--- config.mk ---
export PLATFORM = sky130hd
export DESIGN_NAME = dcs_prep
export DESIGN_NICKNAME = d
export VERILOG_FILES = /design/src/hdl/dcs_pkg.sv /design/src/hdl/dcs_prep.sv
export SDC_FILE = /design/constraint.sdc
export NUM_CORES = 1
export LEC_CHECK = 0
export ABC_AREA = 1
export BUFFER_PORTS_ARGS = -buffer_cell sky130_fd_sc_hd__buf_2
export CAP_MARGIN = 20
export CORE_MARGIN = 2
export CORE_UTILIZATION = 58
export DETAILED_ROUTE_END_ITERATION = 10
export PLACE_DENSITY = 0.79
export SLEW_MARGIN = 20
export SYNTH_ARGS = -nofsm -noshare
export SYNTH_HDL_FRONTEND = slang
export SYNTH_SLANG_ARGS = --single-unit
--- constraint.sdc ---
create_clock -name clk_i -period 5.55 [get_ports clk_i]
set_input_delay 0.2775 -clock clk_i [delete_from_list [all_inputs] [get_ports clk_i]]
set_output_delay 0.2775 -clock clk_i [all_outputs]
set_load 0.01 [all_outputs]
--- src/hdl/dcs_pkg.sv ---
// shared widths and constants of the drift coefficient stencil unit
package dcs_pkg;

  localparam int unsigned NumDirs   = 8;
  localparam int unsigned DiffW     = 24;
  localparam int unsigned CoefW     = 22;
  localparam int unsigned CenterW   = 25;
  localparam int unsigned DenW      = 48;
  localparam int unsigned ProdW     = 40;

  // 1/sqrt(2) as a q0.16 fraction
  localparam logic [15:0] InvSqrt2  = 16'd46341;
  localparam logic [ProdW-1:0] HalfQ16 = ProdW'(32768);

  // coef = 995000*m / (11*(1000000*m + 95*2^f))
  localparam logic [DenW-1:0] NumScale = DenW'(995000);
  localparam logic [DenW-1:0] DenScale = DenW'(1000000);
  localparam logic [DenW-1:0] DenOff   = DenW'(95);

  // lanes that hold a diagonal neighbor: up_left, up_right, down_left, down_right
  localparam logic [NumDirs-1:0] CornerMask = 8'b1010_0101;

endpackage

--- src/hdl/dcs_prep.sv ---
// magnitude, corner scaling and fraction operands of one direction, three stages
module dcs_prep #(
  parameter int unsigned DiffFracBits = 20,
  parameter bit          IsCorner     = 1'b0
) (
  input  logic                          clk_i,
  input  logic                          en_i,
  input  logic [dcs_pkg::DiffW-1:0]     diff_i,
  output logic [dcs_pkg::DenW-1:0]      num_o,
  output logic [dcs_pkg::DenW-1:0]      den_o
);

  logic [dcs_pkg::DiffW-1:0] mag;
  logic [dcs_pkg::ProdW-1:0] scaled;
  logic [dcs_pkg::DiffW-1:0] m_d, m_q;
  logic [dcs_pkg::DenW-1:0]  num2_d, num2_q, den2_d, den2_q;
  logic [dcs_pkg::DenW-1:0]  num3_q, den3_d, den3_q;

  // stage 1: magnitude of a negative difference, diagonal scaled by 1/sqrt(2)
  always_comb begin
    mag    = diff_i[dcs_pkg::DiffW-1] ? (~diff_i + dcs_pkg::DiffW'(1)) : '0;
    scaled = dcs_pkg::ProdW'(mag) * dcs_pkg::ProdW'(dcs_pkg::InvSqrt2) + dcs_pkg::HalfQ16;
    m_d    = IsCorner ? scaled[dcs_pkg::DiffW+15:16] : mag;
  end

  // stage 2: numerator and unscaled denominator
  always_comb begin
    num2_d = dcs_pkg::DenW'(m_q) * dcs_pkg::NumScale;
    den2_d = dcs_pkg::DenW'(m_q) * dcs_pkg::DenScale + (dcs_pkg::DenOff << DiffFracBits);
  end

  // stage 3: denominator times eleven
  always_comb begin
    den3_d = (den2_q << 3) + (den2_q << 1) + den2_q;
  end

  always_ff @(posedge clk_i) begin
    if (en_i) begin
      m_q    <= m_d;
      num2_q <= num2_d;
      den2_q <= den2_d;
      num3_q <= num2_q;
      den3_q <= den3_d;
    end
  end

  assign num_o = num3_q;
  assign den_o = den3_q;

endmodule

* Word-level counts from Yosys, hierarchy flattened *
Cells that the tools add are included.
W data, S select, Z words.

storage, ports and cells
  bits in registers = 202
  latch bits = 0
  RAM bits = 0
  memory bits (read-only) = 0
  input port bits = 26
  output and inout bits = 96
  word-level logic and storage cells = 12
  memories = 0

operators by class
  add/sub/neg operators = 4
  multiply operators = 2
  div/mod/pow operators = 0
  $lt $le $gt $ge = 0
  equality and inequality tests = 0
  shift-type cells = 0
  muxes and demuxes = 0
  bitwise operators = 1
  reductions and logical operators = 0

operators with widths
  cell                      count
  $add A48 B48 Y48          2
  $add A44 B27 Y45 const B  1
  $mul A24 B17 Y41 const B  1
  $mul A24 B14 Y38 const B  1
  $add A24 B1 Y24 const B   1
  $not A24 Y24              1

* Depth between registers and ports, before layout *
Gate-level depths: netlist of the first run.

  word-level depth = 2
  depth in mapped cells = 32
  gate-level depth less buffers = 32

* Least setup slack after synthesis of the first run *
OpenSTA, ideal clock, no wires.

  path type = flip-flop to flip-flop
  start = reg m_q[3] (netlist bit)
  end = reg den2_q[36] (netlist bit) (data pin)
  library setup time = 255 ps
  arrival time = 5430 ps
  required time = 5295 ps
  path slack = -135 ps
  stages on the path, launching flop included = 32
  path buffers = 0
  period minus slack after synthesis = 5685 ps
  cells stage by stage = edfxtp_1 inv_1 fa_1 fa_1 inv_1 fa_1 inv_1 fa_1 inv_1 ha_1 inv_1 fa_1 inv_1 ha_1 nand2_1 inv_1 nand2_1 nand2_1 inv_1 nand3_2 nand2_1 nand2_1 ha_1 inv_1 nor2_1 nand2_2 nand2_1 nand2_4 nand3_4 nor2_2 nand2_1 and2_1

between the ends
  word-level cells in the longest chain between the ends = 2

ends and longest elaborated chain
  what                      RTL line        source
  start: declaration        dcs_prep.sv:15  logic [dcs_pkg::DiffW-1:0] m_d, m_q;
  start signal: assignment  dcs_prep.sv:39  m_q <= m_d;
  $mul A24 B14 Y38          dcs_prep.sv:29  den2_d = dcs_pkg::DenW'(m_q) * dcs_pkg::DenScale + (dcs_pkg::DenOff << DiffFracBits);
  $add A44 B27 Y45          dcs_prep.sv:29
  via den2_d (one bit)      dcs_prep.sv:16  logic [dcs_pkg::DenW-1:0] num2_d, num2_q, den2_d, den2_q;
  end signal: assignment    dcs_prep.sv:41  den2_q <= den2_d;
  end: declaration          dcs_prep.sv:16

The timed path passes the listed nets, and every way through them passes these cells.
A chain may end at the register's enable or synchronous reset.

* Final worst setup path of the first run *
  start = reg m_q[8] (netlist bit)
  end = reg num2_q[41] (netlist bit) (data pin)

between the ends
  word-level cells in the longest chain between the ends = 1

ends and longest elaborated chain
  what                    RTL line        source
  $mul A24 B17 Y41        dcs_prep.sv:28  num2_d = dcs_pkg::DenW'(m_q) * dcs_pkg::NumScale;
  via num2_d (one bit)    dcs_prep.sv:16
  end signal: assignment  dcs_prep.sv:40  num2_q <= num2_d;
  end: declaration        dcs_prep.sv:16

The timed path passes the listed nets, and every way through them passes these cells.

==> results of run 1 <==
[cell type report]
class / instances / share of cell area (%)
clock inverters: 13 / 0.5558
multi-input cells: 1784 / 59.65
well taps: 525 / 2.211
repair buffers: 435 / 10.75
clock buffers: 18 / 1.444
inverters: 527 / 6.691
flip-flops and latches: 185 / 18.70
[Yosys cell counts (3+ instances only)]
master,instances
nor2_1,162
nor2_2,12
o21a_1,9
a21boi_0,3
a21oi_1,136
nor2_4,3
buf_4,14
fa_1,316
xor2_1,71
nor3_2,5
o21ai_0,65
nor3_1,16
xnor2_1,29
a21oi_2,3
a21o_1,10
inv_2,8
nand2_2,25
a31oi_1,16
o211ai_1,4
nand3_1,77
or2_2,4
nand3_2,8
edfxtp_1,185
o21bai_1,11
nand2_1,434
nor4_1,7
inv_1,519
nand4_1,17
ha_1,306
[per-stage QoR]
stage | util, % | hold slack [ps]
6_report | 74.44 | 99.77
4_1_cts | 70.82 | 79.74
2_1_floorplan | - | 390.0
3_3_place_gp | 66.87 | 401.4
5_1_grt | 74.44 | 105.0
3_5_place_dp | 66.87 | 404.5
[cell usage in the layout (no fill, tap or decap), types with 32 or more instances in the layout]
master	instances
xor2_1	70
a21oi_1	109
nor2_4	32
edfxtp_1	185
inv_2	41
nand2_2	86
buf_6	34
buf_2	107
ha_1	257
buf_4	288
nand2_1	345
o21ai_0	57
inv_1	482
ha_4	42
nand3_1	58
nor2_1	120
fa_1	293
[routing by layer]
| metal | vias to the layer above | routed length, um |
|---|---|---|
| met3 | 239 | 3499 |
| met4 | 0 | 3275 |
| li1 | 8886 | - |
| met1 | 9591 | 26590 |
| met2 | 755 | 34210 |
| met5 | - | 0 |
[kinds of logic (layout without fill, tap and decap cells)]
family	count (synthesis)	count (layout)	share of synthesized area, %
simple gates	781	781	14.34
flops	185	185	23.58
buf+inv	543	993	8.875
other cells	1	13	0.01592
compound gates	268	268	6.363
fa+ha+maj	622	622	43.10
xor+xnor	100	100	3.718
[sequential cells by signal, indices dropped and copies added, names as in the netlist]
signal,count
den2_q,38
den_o,42
m_q,24
num2_q,41
num_o,40
[final timing paths]
check / to / slack, ps / depth (start not counted)
setup / recovery: num2_q[41] / -350 / 17
hold / removal: m_q[14] / 100 / 2
setup reg to reg: num2_q[41] / -350 / 17
hold reg to reg: num_o[10] / 420 / 0
[repair_timing]
action | CTS | global route
resized for setup | 181 | 272
pin swaps | 95 | 165
buffers inserted | 20 | 54
endpoints found under the setup margin | 38 | 40
==> reports/results.tsv, run 1 <==
metric	value	unit
worst skew pair latency	490	ps
global routing usage on met1	39.10	%
Period minus WS final	5897	ps
max frequency	169.6	MHz
hold path start	diff_i[14]	
sequential area share after synthesis	23.58	%
cts bufs inserted	17	
post-route clock skew	19.67	ps
Max-slew headroom	41.71	%
Vias per Instance	5.584	
critical-path maximum fanout	4	
HP Class	input port to register	
fin cells	3487	
grt ovf	0	
Final nets	3598	
TritonCTS Sinks	185	
share of cells above drive strength 1	28.73	%
MaxCap Viol Count	0	
Slew Limit Fails	0	
initial antenna violation count	0	
Worst Setup Slack, final	-346.7	ps
DP Worst Slack	-516.1	ps
register area	5555	sq um
Pre-antenna DRT Iters	5	
Crit. End Element	register	
all-layer global routing usage	31.34	%
met2 Use GR	54.89	%
Layout Cell Area excl Fill	29710	sq um
Post-DP Area	26690	sq um
EDFF count, synth	185	
#FFs+latches synth	185	
Post-route DRC	0	
met3 Usage GRT	4.545	%
RSZ-0062 raised after global routing	yes	
hold buffers post-CTS	0	
crit path cell chain	fa_1, inv_1, fa_1, inv_1, fa_1, fa_2, fa_1, fa_1, ha_4, a21oi_1, o21ai_0, nand2_1, nand2_1, a31oi_2, nand3_4, buf_6, xor2_2	
layout filler cell count	2614	
Critical Path RT	5790	ps
Iteration-0 DRC Markers	1259	
cell taking the most area after synthesis	fa_1	
die area	42250	sq um
Post-Syn Area	23560	sq um
# setup viols final	33	
CP peak stage delay	580	ps
clock-pin slew on the worst setup and hold paths	80	ps
CTS tree	built	
status	complete, but fails checks	
Detailed Route WL	67580	um
Worst setup SP type	register	
Async SR Flop Fraction	0	%
vias in the first global route	20280	
Fin. Hold Viols	0	
Detail Placement HPWL	51440	um
die width	205.5	um
Clock Tree Buf Depth	2	
Synth top area share	26.85	%
largest net degree at the start of global routing	65	
Detail Route Antenna Nets	0	
crit path kind	register to register	
Crit path top cell by count	fa_1	
syn_area_per_cell	9.424	sq um
Root Buffer Master	clkbuf_16	
worst reg2reg startpoint	m_q[8]	
Post-synth top flop	edfxtp_1	
Initial Utilization	59.02	%
busiest layer in global routing	met2	
Final period util	106.2	%
CP arrival	6140	ps
violated checks	setup timing	
Diodes inserted	0	
IO Port Bufs	108	
largest delay contributor family on the critical path	adder cells	
Placeable Area	39910	sq um
Setup TNS	-5392	ps
Final GP Congestion	0.9723	
H-tree Lvls	4	
row count	73	
global-route wire length before repair	101900	um
crit path from	m_q[8]	
Worst path slowest cell	fa_1	
wire per inst	19.38	um
multi-input logic area	17720	sq um
CP Buf/Inv Count	3	
Placed Cells	3386	
Syn Inst Count	2500	
top cells by area, synth	fa_1 (27%), edfxtp_1 (24%), ha_1 (16%), inv_1 (8.3%), nand2_1 (6.9%)	
Yosys warnings	0	
Die Y	205.5	um
Area growth syn-to-layout	26.12	%
count of different cell masters after synthesis	47	
Slew @ Worst Pin	874.3	ps
vias post-DR	19470	
Top Ports	122	
Power of run 1 is not shown: default switching activity piles up to over one toggle a cycle in this logic, so the estimate is an artifact.
==> run 2, diff against run 1 <==
- PLACE_DENSITY: 0.79 -> not set
- PLACE_DENSITY_LB_ADDON: not set -> 0.2
==> run 2 against run 1 <==
The flow still finishes with violations (setup timing). Die area did not move. Critical path depth is 10 higher. Hold slack worse by 31 ps. Routed wire length increased by 0.22%. Count of clock-buffer cells in the layout stayed put. Critical endpoint is now den2_q[41]. Highest routed layer unchanged.
==> reports/results.tsv, run 2 (same netlist as run 1, synthesis figures left out) <==
metric	value	unit
hold buffers post-CTS	0	
Period minus WS final	5812	ps
post-route clock skew	8.839	ps
H-tree Lvls	4	
CTS tree	built	
most common cell after layout, fill and taps aside	inv_1	
vias post-DR	19240	
CP peak stage delay	560	ps
CP arrival	6080	ps
initial antenna violation count	0	
MaxCap Viol Count	0	
Vias per Instance	5.440	
TritonCTS Sinks	185	
cts bufs inserted	17	
Clock Tree Buf Depth	2	
layout filler cell count	2657	
# setup viols final	31	
RSZ-0062 raised after global routing	yes	
Root Buffer Master	clkbuf_16	
Worst Setup Slack, final	-262.3	ps
violated checks	setup timing	
Critical Path RT	5820	ps
Post-route DRC	0	
Final GP Congestion	0.9480	
CP Buf/Inv Count	7	
multi-input logic area	17970	sq um
Fin. Hold Viols	0	
all-layer global routing usage	31.88	%
met2 Use GR	55.23	%
Diodes inserted	0	
Area growth syn-to-layout	28.97	%
Crit path top cell by count	nand2_1	
global routing usage on met1	39.84	%
commonest non-fill, non-tap cells in the layout	inv_1 (477), nand2_1 (324), buf_4 (321), fa_1 (294), ha_1 (252)	
Detailed Route WL	67730	um
HP Class	input port to register	
wire per inst	19.15	um
largest net degree at the start of global routing	69	
Placeable Area	39910	sq um
critical-path maximum fanout	4	
die width	205.5	um
Slew @ Worst Pin	944.3	ps
Top Ports	122	
Detail Placement HPWL	52200	um
clock-pin slew on the worst setup and hold paths	70	ps
Max-slew headroom	37.05	%
Placed Cells	3409	
Final period util	104.7	%
die area	42250	sq um
Detail Route Antenna Nets	0	
Die Y	205.5	um
largest delay contributor family on the critical path	adder cells	
Pre-antenna DRT Iters	6	
crit path kind	register to register	
global-route wire length before repair	102700	um
Worst path slowest cell	fa_2	
share of cells above drive strength 1	31.08	%
grt ovf	0	
Slew Limit Fails	0	
vias in the first global route	20000	
status	complete, but fails checks	
row count	73	
max reg flops	42	
Iteration-0 DRC Markers	1195	
worst skew pair latency	510	ps
Initial Utilization	59.02	%
max frequency	172.0	MHz
met3 Usage GRT	5.496	%
Worst setup SP type	register	
register area	5555	sq um
Crit. End Element	register	
Final nets	3647	
fin cells	3537	
busiest layer in global routing	met2	
IO Port Bufs	108	
-- run 2: final cells by class --
type / count / share of cell area [%]
Clock buffer: 18 / 1.413
Clock inverter: 14 / 0.4653
Inverter: 527 / 6.577
Multi-Input combinational cell: 1784 / 59.15
Sequential cell: 185 / 18.28
Tap cell: 525 / 2.162
Timing Repair Buffer: 484 / 11.95
-- run 2: routing by layer --
layer / vias up / part of all wire, %
met5: - / 0
met4: 0 / 3.8
met3: 134 / 4.7
met2: 583 / 52
met1: 9532 / 40
li1: 8993 / -
-- run 2: path summary, 6_finish.rpt --
| check | startpoint | endpoint | slack [ps] | depth (start not counted) |
|---|---|---|---|---|
| worst max register to register | m_q[13] | den2_q[41] | -260 | 27 |
| worst min register to register | num2_q[26] | num_o[26] | 420 | 0 |
| worst max-delay path | m_q[13] | den2_q[41] | -260 | 27 |
| worst min-delay path | diff_i[5] | m_q[5] | 70 | 2 |
-- run 2: timing repair --
| item | 4_1_cts | 5_1_grt |
|---|---|---|
| pin swaps | 93 | 143 |
| setup endpoints to repair | 37 | 39 |
| resized for setup | 222 | 314 |
| setup buffers | 40 | 57 |
-- run 2: metrics by stage --
stage / hold WS, ps / utilization (%) / setup TNS, ps / cell area [sq um] / worst slack, ps
after detailed placement: 405.6 / 67.27 / -9408 / 26850 / -411.5
after global routing: 63.14 / 76.12 / -9001 / 30380 / -465.9
after CTS: 43.76 / 72.14 / -483.9 / 28790 / -90.49
final: 68.54 / 76.12 / -3647 / 30380 / -262.3
after floorplan: 390.0 / - / 0 / 23620 / 11.13
after global placement: 400.8 / 67.27 / -8243 / 26850 / -378.2
Power of run 2 is left out for the same reason.
==> run 3, diff against run 2 <==
- CORE_UTILIZATION: 58 -> 46
==> run 3 against run 2 <==
The run still ends with setup timing left. Die area grew 26%. Clock skew is 18 ps higher. Final cell count is 4.1% higher. Register-to-register slack gained 140 ps.
==> reports/results.tsv, run 3 (same netlist as run 1, synthesis figures left out) <==
metric	value	unit
violated checks	setup timing	
cts bufs inserted	17	
Placeable Area	50380	sq um
Placed Cells	3576	
Initial Utilization	46.77	%
worst skew pair latency	510	ps
layout filler cell count	4258	
max reg flops	42	
Iteration-0 DRC Markers	922	
row count	82	
initial antenna violation count	0	
Slew @ Worst Pin	799.7	ps
largest net degree at the start of global routing	71	
fin cells	3683	
Detail Placement HPWL	52540	um
Crit. End Element	register	
critical-path maximum fanout	6	
MaxCap Viol Count	0	
hold buffers post-CTS	0	
crit path kind	register to register	
most common cell after layout, fill and taps aside	inv_1	
Diodes inserted	0	
TritonCTS Sinks	185	
vias post-DR	18690	
Detail Route Antenna Nets	0	
max frequency	176.4	MHz
Vias per Instance	5.075	
CP arrival	5930	ps
H-tree Lvls	4	
Fin. Hold Viols	0	
HP Class	input port to register	
commonest non-fill, non-tap cells in the layout	inv_1 (468), nand2_1 (326), buf_4 (320), fa_1 (293), ha_1 (255)	
Area growth syn-to-layout	29.55	%
Clock Tree Buf Depth	2	
global-route wire length before repair	102500	um
Top Ports	122	
Root Buffer Master	clkbuf_16	
# setup viols final	15	
share of cells above drive strength 1	31.02	%
Final period util	102.1	%
vias in the first global route	19670	
Detailed Route WL	63800	um
Worst setup SP type	register	
Max-slew headroom	46.68	%
Worst Setup Slack, final	-118.6	ps
all-layer global routing usage	24.80	%
die width	230.3	um
status	complete, but fails checks	
Post-route DRC	0	
Period minus WS final	5669	ps
Final GP Congestion	0.9179	
Slew Limit Fails	0	
RSZ-0062 raised after global routing	yes	
IO Port Bufs	108	
CTS tree	built	
Final nets	3646	
grt ovf	0	
wire per inst	17.32	um
clock-pin slew on the worst setup and hold paths	80	ps
Critical Path RT	5810	ps
post-route clock skew	26.86	ps
Die Y	230.3	um
Pre-antenna DRT Iters	5	
die area	53040	sq um
==> run 3: cell type report <==
cell class                      count  area [sq um]  share of cell area [%]
Multi-Input combinational cell   1784         17920                   58.72
Clock inverter                     15         160.2                  0.5247
Tap cell                          672         840.8                   2.755
Sequential cell                   185          5555                   18.20
Timing Repair Buffer              483          3623                   11.87
Clock buffer                       17         425.4                   1.394
Inverter                          527          1993                   6.531
==> run 3: path summary, 6_finish.rpt <==
kind,cells after the start,slack (ps),from,to
setup / recovery,20,-120,m_q[12],num2_q[40]
hold / removal,3,80,diff_i[0],m_q[0]
hold reg to reg,0,420,num2_q[16],num_o[16]
setup reg to reg,20,-120,m_q[12],num2_q[40]
==> run 3: critical path: stages (launching register included) <==
cell      delay [ps]
edfxtp_1         510
buf_4            190
buf_6            130
ha_2             400
fa_1             450
inv_1             90
fa_1             430
fa_1             490
inv_1             50
fa_1             550
fa_1             450
ha_4             320
a21oi_2           70
buf_4            140
o21ai_1          150
buf_4            140
a21oi_1           60
o211ai_1         280
buf_4            250
a31oi_4          110
xnor2_1          150
==> run 3: what timing repair did <==
item,in CTS,in global routing
endpoints found under the hold margin,0,0
setup buffers,32,48
gates resized for setup,195,335
pin swaps,148,162
endpoints found under the setup margin,41,39
==> run 3: layer usage <==
layer	share of wire [%]	routed length, um	vias to the layer above	track usage (%)
li1	-	-	8988	-
met1	44	28060	9317	32.33
met2	51	32370	311	43.73
met3	3.1	1969	74	3.113
met4	2.2	1394	0	6.149
met5	0	0	-	0
==> run 3: per-stage QoR <==
stage                     area [sq um]  setup TNS (ps)  hold WS (ps)  utilization (%)  worst slack (ps)
final                            30520           -1112         81.56            60.59            -118.6
after global routing             30520           -6693         70.06            60.59            -335.4
after CTS                        28920          -377.0         43.59            57.41            -46.86
after detailed placement         27200          -10860         405.2            53.99            -466.1
after global placement           27200           -9852         400.4            53.99            -439.6
after floorplan                  23620               0         390.0                -             11.13
Power of run 3 is left out for the same reason.
